**src/hw/rtl/sapg_pkg.sv**
```systemverilog
package sapg_pkg;

    localparam logic [2:0] FUNC_TICK    = 3'd0;
    localparam logic [2:0] FUNC_MOVE_ABS = 3'd1;
    localparam logic [2:0] FUNC_MOVE_REL = 3'd2;
    localparam logic [2:0] FUNC_STOP    = 3'd3;
    localparam logic [2:0] FUNC_SET_POS = 3'd4;

    localparam logic [1:0] REG_ACCEL = 2'd0;
    localparam logic [1:0] REG_FIRST = 2'd1;
    localparam logic [1:0] REG_MIN   = 2'd2;

    localparam logic [15:0] ACCEL_RESET = 16'd1;
    localparam logic [27:0] FIRST_RESET = 28'd256000000;
    localparam logic [27:0] MIN_RESET   = 28'd256;

    localparam logic [31:0] UMAX32 = 32'hFFFF_FFFF;
    localparam logic [31:0] RAMP_MAX = 32'h7FFF_FFFF;

    // request to the serial divider
    typedef struct packed {
        logic        start;
        logic [63:0] num;
        logic [63:0] den;
    } div_req_t;

    typedef struct packed {
        logic        done;
        logic [63:0] quo;
    } div_rsp_t;

endpackage

```
**src/hw/rtl/stepper_accel_profile_generator.sv**
```systemverilog
// set position, idle ticks, unused codes and no-op moves give a result beat in the
// cycle after acceptance; a step tick, move or stop runs the speed divide, the square,
// the stopping-distance divide, decide and the interval divide, which is skipped at
// rest or on a ramp start; a zero interval skips the speed divide
// one item at a time: the next beat is taken the cycle after the result beat
// reset: async active low, motion state zero, registers at reset values; sts_reg, spd_reg not reset
module stepper_accel_profile_generator #(
    parameter int POS_BITS  = 32,
    parameter int FRAC_BITS = 8
) (
    input  logic                clk,
    input  logic                rst_n,
    input  logic                in_valid,
    output logic                in_ready,
    input  logic [2:0]          func,
    input  logic [31:0]         now_us,
    input  logic signed [31:0]  position,
    output logic                out_valid,
    input  logic                out_ready,
    output logic                step_pulse,
    output logic                step_dir,
    output logic signed [31:0]  current_position,
    output logic                busy_res,
    output logic [31:0]         step_interval,
    input  logic                psel,
    input  logic                penable,
    input  logic                pwrite,
    input  logic [3:0]          paddr,
    input  logic [31:0]         pwdata,
    output logic [31:0]         prdata,
    output logic                pready
);

    localparam logic [63:0] SPEED_NUM = 64'(64'd1000000 << FRAC_BITS);
    localparam logic [63:0] STS_CAP   = 64'h4000_0000_0000_0000;

    // sequencer states
    localparam logic [3:0] S_IDLE   = 4'd0;
    localparam logic [3:0] S_SPD    = 4'd1;  // speed divide running
    localparam logic [3:0] S_SQR    = 4'd2;  // speed square running
    localparam logic [3:0] S_STS    = 4'd3;  // stopping distance divide
    localparam logic [3:0] S_DECIDE = 4'd4;  // ramp decision
    localparam logic [3:0] S_CN     = 4'd5;  // interval divide running
    localparam logic [3:0] S_OUT    = 4'd6;  // result beat waits
    localparam logic [3:0] S_STOP2  = 4'd7;  // stop: after sts, form target
    localparam logic [3:0] S_CN0    = 4'd8;  // interval divide start

    // configuration
    logic [15:0] accel_reg;
    logic [27:0] first_reg;
    logic [27:0] min_reg;
    logic [1:0]  reg_idx;
    logic        cfg_wr;

    assign pready  = 1'b1;
    assign reg_idx = paddr[3:2];
    assign cfg_wr  = psel && penable && pwrite;

    always_comb
    begin
        unique case (reg_idx)
            sapg_pkg::REG_ACCEL: prdata = {16'd0, accel_reg};
            sapg_pkg::REG_FIRST: prdata = {4'd0, first_reg};
            sapg_pkg::REG_MIN:   prdata = {4'd0, min_reg};
            default:             prdata = '0;
        endcase
    end

    always_ff @(posedge clk or negedge rst_n)
    begin
        if (!rst_n)
        begin
            accel_reg <= sapg_pkg::ACCEL_RESET;
            first_reg <= sapg_pkg::FIRST_RESET;
            min_reg   <= sapg_pkg::MIN_RESET;
        end
        else if (cfg_wr)
        begin
            if (reg_idx == sapg_pkg::REG_ACCEL)
                accel_reg <= pwdata[15:0];
            if (reg_idx == sapg_pkg::REG_FIRST)
                first_reg <= pwdata[27:0];
            if (reg_idx == sapg_pkg::REG_MIN)
                min_reg <= pwdata[27:0];
        end
    end

    // motion state
    logic [3:0]          state_reg, state_next;
    logic [POS_BITS-1:0] cur_reg, cur_next;
    logic [POS_BITS-1:0] tgt_reg, tgt_next;
    logic signed [31:0]  ramp_reg, ramp_next;
    logic [31:0]         intv_reg, intv_next;
    logic [31:0]         act_reg, act_next;
    logic                mov_reg, mov_next;
    logic                dir_reg, dir_next;
    logic [31:0]         last_reg, last_next;
    logic                pulse_reg, pulse_next;
    logic                stop_reg, stop_next;
    logic [63:0]         sts_reg, sts_next;
    logic [31:0]         spd_reg, spd_next;

    // serial units: a divider shared by the three divides, and a multiplier
    sapg_pkg::div_req_t dreq;
    sapg_pkg::div_rsp_t drsp;
    logic               mstart, mdone;
    logic [63:0]        mprod;
    logic               sqr_kick_reg;

    sapg_div u_div (.clk(clk), .rst_n(rst_n), .req(dreq), .rsp(drsp));
    sapg_mul u_mul (.clk(clk), .rst_n(rst_n), .start(mstart), .a(spd_reg),
                    .b(spd_reg), .done(mdone), .prod(mprod));

    logic [POS_BITS-1:0] pos_ext, delta, stop_rel;
    logic                dist_neg, dist_nz, up, due;
    logic [POS_BITS-1:0] mag;
    logic [63:0]         mag64, sts_stop;
    logic [31:0]         sts32, elapsed;
    logic signed [33:0]  den_s;
    logic [33:0]         den_abs;
    logic [63:0]         cn_sum;
    logic [31:0]         cn_sat;
    logic [31:0]         accel_eff;

    assign pos_ext  = POS_BITS'($signed(position));
    assign delta    = tgt_reg - cur_reg;
    assign dist_neg = delta[POS_BITS-1];
    assign dist_nz  = delta != '0;
    assign up       = dist_nz && !dist_neg;
    assign mag      = dist_neg ? (~delta + 1'b1) : delta;
    assign mag64    = 64'(mag);
    assign sts32    = (sts_reg > 64'(sapg_pkg::RAMP_MAX)) ? sapg_pkg::RAMP_MAX
                                                          : sts_reg[31:0];
    assign elapsed  = now_us - last_reg;
    assign due      = (act_reg != '0) && (elapsed >= (act_reg >> FRAC_BITS));
    // divisor |4n+1| from the ramp count already updated by the decide step
    assign den_s    = 34'(ramp_reg) * 34'sd4 + 34'sd1;
    assign den_abs  = den_s[33] ? 34'(-den_s) : den_s;
    assign cn_sum   = ramp_reg > 0 ? 64'(intv_reg) - drsp.quo
                                   : 64'(intv_reg) + drsp.quo;
    assign cn_sat   = (cn_sum > 64'(sapg_pkg::UMAX32)) ? sapg_pkg::UMAX32 : cn_sum[31:0];
    assign accel_eff = (accel_reg == '0) ? 32'd1 : 32'(accel_reg);
    assign sts_stop = sts_reg + 64'd1;
    assign stop_rel = dir_reg ? POS_BITS'(sts_stop) : POS_BITS'(64'd0 - sts_stop);

    assign in_ready = (state_reg == S_IDLE);
    assign mstart   = sqr_kick_reg;

    always_comb
    begin
        state_next = state_reg;
        cur_next   = cur_reg;
        tgt_next   = tgt_reg;
        ramp_next  = ramp_reg;
        intv_next  = intv_reg;
        act_next   = act_reg;
        mov_next   = mov_reg;
        dir_next   = dir_reg;
        last_next  = last_reg;
        pulse_next = pulse_reg;
        stop_next  = stop_reg;
        sts_next   = sts_reg;
        spd_next   = spd_reg;
        dreq.start = 1'b0;
        dreq.num   = SPEED_NUM;
        dreq.den   = 64'(intv_reg);

        unique case (state_reg)
            S_IDLE:
            begin
                if (in_valid)
                begin
                    pulse_next = 1'b0;
                    stop_next  = 1'b0;
                    state_next = S_OUT;
                    unique case (func)
                        sapg_pkg::FUNC_TICK:
                        begin
                            if (due)
                            begin
                                cur_next   = dir_reg ? cur_reg + 1'b1 : cur_reg - 1'b1;
                                last_next  = now_us;
                                pulse_next = 1'b1;
                                state_next = S_SPD;
                            end
                        end
                        sapg_pkg::FUNC_MOVE_ABS:
                        begin
                            if (pos_ext != tgt_reg)
                            begin
                                tgt_next   = pos_ext;
                                state_next = S_SPD;
                            end
                        end
                        sapg_pkg::FUNC_MOVE_REL:
                        begin
                            if (cur_reg + pos_ext != tgt_reg)
                            begin
                                tgt_next   = cur_reg + pos_ext;
                                state_next = S_SPD;
                            end
                        end
                        sapg_pkg::FUNC_STOP:
                        begin
                            if (mov_reg)
                            begin
                                stop_next  = 1'b1;
                                state_next = S_SPD;
                            end
                        end
                        sapg_pkg::FUNC_SET_POS:
                        begin
                            cur_next  = pos_ext;
                            tgt_next  = pos_ext;
                            ramp_next = '0;
                            act_next  = '0;
                            mov_next  = 1'b0;
                        end
                        default:
                        begin
                            state_next = S_OUT;
                        end
                    endcase
                    if (state_next == S_SPD)
                    begin
                        if (intv_reg == '0)
                        begin
                            spd_next   = sapg_pkg::UMAX32;
                            state_next = S_SQR;
                        end
                        else
                            dreq.start = 1'b1;
                    end
                end
            end
            S_SPD:
            begin
                if (drsp.done)
                begin
                    spd_next = (drsp.quo > 64'(sapg_pkg::UMAX32)) ? sapg_pkg::UMAX32
                                                                  : drsp.quo[31:0];
                    state_next = S_SQR;
                end
            end
            S_SQR:
            begin
                // multiplier is kicked in the first cycle in this state, once spd_reg holds the speed
                if (mdone)
                begin
                    dreq.start = 1'b1;
                    dreq.num   = mprod;
                    dreq.den   = 64'(accel_eff) << 1;
                    state_next = S_STS;
                end
            end
            S_STS:
            begin
                if (drsp.done)
                begin
                    sts_next   = (drsp.quo > STS_CAP) ? STS_CAP : drsp.quo;
                    state_next = stop_reg ? S_STOP2 : S_DECIDE;
                end
            end
            S_STOP2:
            begin
                stop_next = 1'b0;
                if (cur_reg + stop_rel != tgt_reg)
                begin
                    tgt_next   = cur_reg + stop_rel;
                    state_next = S_DECIDE;
                end
                else
                    state_next = S_OUT;
            end
            S_DECIDE:
            begin
                if (!dist_nz && sts_reg <= 64'd1)
                begin
                    act_next   = '0;
                    mov_next   = 1'b0;
                    ramp_next  = '0;
                    state_next = S_OUT;
                end
                else
                begin
                    if (dist_nz)
                    begin
                        if (ramp_reg > 0)
                        begin
                            if (sts_reg >= mag64 || dir_reg != up)
                                ramp_next = -$signed(sts32);
                        end
                        else if (ramp_reg < 0)
                        begin
                            if (sts_reg < mag64 && dir_reg == up)
                                ramp_next = (ramp_reg == 32'sh8000_0000)
                                    ? $signed(sapg_pkg::RAMP_MAX) : -ramp_reg;
                        end
                    end
                    if (ramp_next == 0)
                    begin
                        intv_next = 32'(first_reg);
                        act_next  = 32'(first_reg);
                        dir_next  = up;
                        mov_next  = 1'b1;
                        ramp_next = 32'sd1;
                        state_next = S_OUT;
                    end
                    else
                        state_next = S_CN0;
                end
            end
            S_CN0:
            begin
                dreq.start = 1'b1;
                dreq.num   = 64'(intv_reg) << 1;
                dreq.den   = 64'(den_abs);
                state_next = S_CN;
            end
            S_CN:
            begin
                if (drsp.done)
                begin
                    intv_next = (cn_sat < 32'(min_reg)) ? 32'(min_reg) : cn_sat;
                    act_next  = intv_next;
                    mov_next  = 1'b1;
                    if (ramp_reg != $signed(sapg_pkg::RAMP_MAX))
                        ramp_next = ramp_reg + 32'sd1;
                    state_next = S_OUT;
                end
            end
            S_OUT:
            begin
                if (out_ready)
                    state_next = S_IDLE;
            end
            default:
            begin
                state_next = S_IDLE;
            end
        endcase
    end

    // kick the multiplier, registered, in the first cycle of the square stage
    always_ff @(posedge clk or negedge rst_n)
    begin
        if (!rst_n)
            sqr_kick_reg <= 1'b0;
        else
            sqr_kick_reg <= (state_reg != S_SQR) && (state_next == S_SQR);
    end

    always_ff @(posedge clk or negedge rst_n)
    begin
        if (!rst_n)
        begin
            state_reg <= S_IDLE;
            cur_reg   <= '0;
            tgt_reg   <= '0;
            ramp_reg  <= '0;
            intv_reg  <= '0;
            act_reg   <= '0;
            mov_reg   <= 1'b0;
            dir_reg   <= 1'b0;
            last_reg  <= '0;
            pulse_reg <= 1'b0;
            stop_reg  <= 1'b0;
        end
        else
        begin
            state_reg <= state_next;
            cur_reg   <= cur_next;
            tgt_reg   <= tgt_next;
            ramp_reg  <= ramp_next;
            intv_reg  <= intv_next;
            act_reg   <= act_next;
            mov_reg   <= mov_next;
            dir_reg   <= dir_next;
            last_reg  <= last_next;
            pulse_reg <= pulse_next;
            stop_reg  <= stop_next;
        end
    end

    always_ff @(posedge clk)
    begin
        sts_reg <= sts_next;
        spd_reg <= spd_next;
    end

    // result beat
    assign out_valid        = (state_reg == S_OUT);
    assign step_pulse       = pulse_reg;
    assign step_dir         = dir_reg;
    assign current_position = 32'($signed(cur_reg));
    assign busy_res         = mov_reg || dist_nz;
    assign step_interval    = act_reg;

    assert property (@(posedge clk) disable iff (!rst_n) out_valid |-> !in_ready)
        else $error("input taken while result pending");
    assert property (@(posedge clk) disable iff (!rst_n)
        (out_valid && step_pulse) |-> act_reg != '0 || !mov_reg)
        else $error("step with no interval");
    assert property (@(posedge clk) disable iff (!rst_n)
        !mov_reg |-> act_reg == '0)
        else $error("interval left active at rest");

endmodule

```
**src/hw/rtl/sapg_div.sv**
```systemverilog
module sapg_div (
    input  logic                clk,
    input  logic                rst_n,
    input  sapg_pkg::div_req_t  req,
    output sapg_pkg::div_rsp_t  rsp
);

    // one quotient bit per cycle, restoring
    logic [63:0] quo_reg, quo_next;
    logic [64:0] rem_reg, rem_next;
    logic [63:0] den_reg, den_next;
    logic [6:0]  cnt_reg, cnt_next;
    logic        run_reg, run_next;
    logic        done_reg, done_next;
    logic [64:0] trial;

    always_comb
    begin
        quo_next  = quo_reg;
        rem_next  = rem_reg;
        den_next  = den_reg;
        cnt_next  = cnt_reg;
        run_next  = run_reg;
        done_next = 1'b0;
        trial     = {rem_reg[63:0], quo_reg[63]};
        if (req.start)
        begin
            quo_next = req.num;
            rem_next = '0;
            den_next = req.den;
            cnt_next = 7'd64;
            run_next = 1'b1;
        end
        else if (run_reg)
        begin
            if (trial >= {1'b0, den_reg})
            begin
                rem_next = trial - {1'b0, den_reg};
                quo_next = {quo_reg[62:0], 1'b1};
            end
            else
            begin
                rem_next = trial;
                quo_next = {quo_reg[62:0], 1'b0};
            end
            cnt_next = cnt_reg - 7'd1;
            if (cnt_reg == 7'd1)
            begin
                run_next  = 1'b0;
                done_next = 1'b1;
            end
        end
    end

    always_ff @(posedge clk or negedge rst_n)
    begin
        if (!rst_n)
        begin
            cnt_reg  <= '0;
            run_reg  <= 1'b0;
            done_reg <= 1'b0;
        end
        else
        begin
            cnt_reg  <= cnt_next;
            run_reg  <= run_next;
            done_reg <= done_next;
        end
    end

    always_ff @(posedge clk)
    begin
        quo_reg <= quo_next;
        rem_reg <= rem_next;
        den_reg <= den_next;
    end

    assign rsp.done = done_reg;
    assign rsp.quo  = quo_reg;

    assert property (@(posedge clk) disable iff (!rst_n) rsp.done |-> !run_reg)
        else $error("divider done while running");
    assert property (@(posedge clk) disable iff (!rst_n) run_reg |-> cnt_reg != 7'd0)
        else $error("divider count underflow");
    assert property (@(posedge clk) disable iff (!rst_n) req.start |=> run_reg)
        else $error("divider did not start");

endmodule

```
**src/hw/rtl/sapg_mul.sv**
```systemverilog
module sapg_mul (
    input  logic        clk,
    input  logic        rst_n,
    input  logic        start,
    input  logic [31:0] a,
    input  logic [31:0] b,
    output logic        done,
    output logic [63:0] prod
);

    // shift-add, one multiplier bit per cycle
    logic [63:0] acc_reg, acc_next;
    logic [63:0] mcand_reg, mcand_next;
    logic [31:0] mplier_reg, mplier_next;
    logic [5:0]  cnt_reg, cnt_next;
    logic        run_reg, run_next;
    logic        done_reg, done_next;

    always_comb
    begin
        acc_next    = acc_reg;
        mcand_next  = mcand_reg;
        mplier_next = mplier_reg;
        cnt_next    = cnt_reg;
        run_next    = run_reg;
        done_next   = 1'b0;
        if (start)
        begin
            acc_next    = '0;
            mcand_next  = {32'd0, a};
            mplier_next = b;
            cnt_next    = 6'd32;
            run_next    = 1'b1;
        end
        else if (run_reg)
        begin
            if (mplier_reg[0])
                acc_next = acc_reg + mcand_reg;
            mcand_next  = {mcand_reg[62:0], 1'b0};
            mplier_next = {1'b0, mplier_reg[31:1]};
            cnt_next    = cnt_reg - 6'd1;
            if (cnt_reg == 6'd1)
            begin
                run_next  = 1'b0;
                done_next = 1'b1;
            end
        end
    end

    always_ff @(posedge clk or negedge rst_n)
    begin
        if (!rst_n)
        begin
            cnt_reg  <= '0;
            run_reg  <= 1'b0;
            done_reg <= 1'b0;
        end
        else
        begin
            cnt_reg  <= cnt_next;
            run_reg  <= run_next;
            done_reg <= done_next;
        end
    end

    always_ff @(posedge clk)
    begin
        acc_reg    <= acc_next;
        mcand_reg  <= mcand_next;
        mplier_reg <= mplier_next;
    end

    assign done = done_reg;
    assign prod = acc_reg;

endmodule

```
**config.mk**
```make
export PLATFORM = sky130hd
export DESIGN_NAME = stepper_accel_profile_generator
export DESIGN_NICKNAME = d
export VERILOG_FILES = /design/src/hw/rtl/sapg_pkg.sv /design/src/hw/rtl/stepper_accel_profile_generator.sv /design/src/hw/rtl/sapg_div.sv /design/src/hw/rtl/sapg_mul.sv
export SDC_FILE = /design/constraint.sdc
export NUM_CORES = 2
export LEC_CHECK = 0
export ABC_CLOCK_PERIOD_IN_PS = 19560
export BUFFER_PORTS_ARGS = -buffer_cell sky130_fd_sc_hd__buf_4
export CAP_MARGIN = 20
export CORE_MARGIN = 4
export CORE_UTILIZATION = 30
export DETAILED_ROUTE_END_ITERATION = 10
export GPL_TIMING_DRIVEN = 0
export HOLD_SLACK_MARGIN = 0.03
export PLACE_DENSITY_LB_ADDON = 0.05
export SLEW_MARGIN = 20
export SYNTH_ARGS = -nofsm -noshare
export SYNTH_HDL_FRONTEND = slang
export SYNTH_SLANG_ARGS = --single-unit
export TNS_END_PERCENT = 10
```
**constraint.sdc**
```tcl
create_clock -name clk -period 19.56 [get_ports clk]
set_clock_uncertainty 0.1 [all_clocks]
set_input_delay 0.978 -clock clk [delete_from_list [all_inputs] [get_ports clk]]
set_output_delay 0.978 -clock clk [all_outputs]
set_load 0.005 [all_outputs]
```
==> impl_metrics.env <==
export IMPL_hold_class="primary input to flip-flop"
export IMPL_synth_largest_area_cell="edfxtp_1"
export IMPL_async_reset_ff_share_pct=41.0
export IMPL_antenna_found_initial=9
export IMPL_reg2reg_from="ramp_reg[1]"
export IMPL_drt_initial_drc_count=4568
export IMPL_grt_pass1_vias=52400
export IMPL_fin_nets=7711
export IMPL_synth_area_leaders="edfxtp_1 (13%), dfrtp_1 (12%), ha_1 (8.3%)"
export IMPL_die_area_sq_um=198000
export IMPL_reg2regPathDepth=50
export IMPL_critPathKind="flip-flop to flip-flop"
export IMPL_ys_types=108
export IMPL_p_leak_nw=28.0
export IMPL_cts_root_buf="clkbuf_16"
export IMPL_grt_max_degree=76
export IMPL_synthesis_area_sq_um=57300
export IMPL_finalCriticalPeriod_ns=16.96
export IMPL_grt_pass1_wl_um=361000
export IMPL_p_per_area_nw_per_um2=56.5
export IMPL_reg2reg_to="step_interval[23]"
export IMPL_clk_latency_ns=0.75
export IMPL_drtAntennaViolNets=0
export IMPL_hold_viol=0
export IMPL_vias=54000
export IMPL_rsz0062_at_grt="false"
export IMPL_routed_via_density=5.51
export IMPL_track_usage_pct=24.2
export IMPL_clock_sinks=707
export IMPL_dieWidth_um=445
export IMPL_dpl_hpwl_um=199000
export IMPL_avgSynthCellArea_sq_um=8.32
export IMPL_yosysWarnings=0
export IMPL_die_h_um=445
export IMPL_critical_path_max_fanout=10
export IMPL_detail_route_first_pass_iterations=5
export IMPL_detail_route_wl_per_cell_um=25.3
export IMPL_maxCapViolCount=0
export IMPL_critPathRequiredTime_ns=20.05
export IMPL_gp_congestion=0.947
export IMPL_max_freq_mhz=58.9
export IMPL_synth_most_common_cell="nand2_1"
export IMPL_hold_worst_slack_ns=0.353
export IMPL_hp_start="now_us[20]"
export IMPL_core_area_sq_um=190000
export IMPL_drc=0
export IMPL_startpoint_type="flip-flop"
export IMPL_grt_ovfl_total=0
export IMPL_ys_seq_area_share_pct=31.7
export IMPL_wl_um=248000
export IMPL_cp_arrival_ns=17.46
export IMPL_rrSetupSlack_ns=2.60
export IMPL_port_buffers=199
export IMPL_synth_enable_flop_cells=257
export IMPL_fin_util_pct=34.5
export IMPL_synth_seq_cells=707
export IMPL_synth_top_area_share_pct=13.5
export IMPL_fin_setup_tns_ns=0
export IMPL_cts_tree="built"
export IMPL_power_w=0.00371
export IMPL_cts_setup_buffers=0
export IMPL_drv_slew=0
export IMPL_syn_inst=6896
export IMPL_finalSetupViolCount=0
export IMPL_fin_crit_sh_pct=86.7
export IMPL_drive_gt1_share_pct=8.38
export IMPL_clockBufferDepth=3
export IMPL_worstMarginPinSlew_ns=1.16
export IMPL_cts_reportedPaths_clkPinSlew_ns=0.06
export IMPL_numCtsBuffers=92
export IMPL_critical_path_buf_inv_count=11
export IMPL_status="complete, no violations"
export IMPL_ir_drop_mv=0.0610
export IMPL_ioPinCount=212
export IMPL_slowest_stage="clkbuf_1"
export IMPL_area_growth_pct=14.5
export IMPL_start_util_pct=30.2
export IMPL_endpoint_kind="flip-flop"
export IMPL_critical_path_max_stage_delay_ns=0.86
export IMPL_synthTopCellsByCount="nand2_1 (654), nor2_1 (556), a21oi_1 (509)"
export IMPL_min_path_cells=3
export IMPL_synthFlopType="dfrtp_1"
export IMPL_htreeDepth=3
export IMPL_crit_family="compound AO/OA/AOI/OAI gates"
export IMPL_min_to="last_reg[20]"
export IMPL_relSlewSlack_pct=22.6
export IMPL_row_count=160
==> worst register-to-register path, delay by kind of cell, from the launching register on <==
kind / cells / cell delay [ns]
AOI/OAI and AO/OA: 24 / 6.19
buffers and inverters: 11 / 5.70
and+or+nand+nor: 9 / 2.40
adders and majority gates: 3 / 0.89
muxes: 2 / 0.75
DFF: 1 / 0.56
xor gates and xnor gates: 1 / 0.26
==> how the worst max path moves through the flow <==
stage | to | slack, ns | from | depth (start not counted)
after floorplan | spd_reg[0] | 8.82 | current_position[1] | 31
after global placement | spd_reg[19] | 1.78 | current_position[1] | 30
after detailed placement | intv_reg[27] | 3.03 | ramp_reg[1] | 50
after CTS | intv_reg[27] | 3.00 | ramp_reg[1] | 50
after global routing | intv_reg[27] | 1.92 | ramp_reg[1] | 50
final | step_interval[23] | 2.60 | ramp_reg[1] | 50
==> area by class of cell <==
cell class	count	area, sq um
diodes	4	10.0
plain buffers	382	1530
clock buffers	134	2680
clock inverters	40	507
fillers	20200	125000
inverters	388	1460
multi-input cells	5423	36300
flip-flops and latches	707	18200
well taps	2511	3140
repair buffers	219	1820
==> routing by layer <==
layer | vias to the layer above | GRT usage, % | part of all wire [%]
li1 | 25700 | - | -
met1 | 26400 | 34.2 | 47
met2 | 1582 | 38.3 | 45
met3 | 307 | 3.59 | 5.7
met4 | 2 | 6.98 | 3.0
met5 | - | 0 | 0.0052
==> logic make-up after synthesis <==
logic type                 after synthesis  synth area share, %
and+or+nand+nor                       2328                 20.1
AOI/OAI and AO/OA                     1903                 21.5
buffers and inverters                  770                 5.18
DFF                                    707                 31.7
xor gates and xnor gates               580                 8.97
adders and majority gates              388                 8.57
muxes                                  218                 4.03
other                                    2               0.0131
==> placed cells by master, fill, tap and decap left out, types with 91 or more instances in the layout <==
cell | netlist | routed
a21o_1 | 164 | 164
a21oi_1 | 509 | 509
and2_1 | 123 | 123
buf_4 | 8 | 210
clkbuf_1 | 316 | 330
clkbuf_16 | 0 | 93
dfrtp_1 | 281 | 281
dfxtp_1 | 160 | 160
edfxtp_1 | 257 | 257
ha_1 | 380 | 380
inv_1 | 386 | 385
mux2_2 | 105 | 105
mux2i_1 | 113 | 113
nand2_1 | 654 | 653
nand2b_1 | 91 | 91
nand3_1 | 169 | 169
nor2_1 | 556 | 555
nor3_1 | 153 | 150
nor4_1 | 101 | 97
o21ai_0 | 474 | 473
xnor2_1 | 376 | 376
xor2_1 | 199 | 199
==> power breakdown <==
group          internal, W  switching (W)  total [W]
sequential         0.00156      0.0000404    0.00160
combinational     0.000117       0.000165   0.000282
clock              0.00107       0.000756    0.00183
==> through the flow <==
stage	setup WS, ns	cells	cell area [sq um]
finish	2.60	9808	65600
global route	1.92	9804	65600
CTS	3.00	9802	65600
detailed placement	3.03	9627	62400
global placement	1.78	9610	62000
floorplan	8.82	6900	57400
==> timing repair <==
action                                 in CTS  in global routing
hold buffers                                1                  0
resized for setup                           0                  0
endpoints found under the hold margin      27                  0
(Power assumes the default switching activity.)
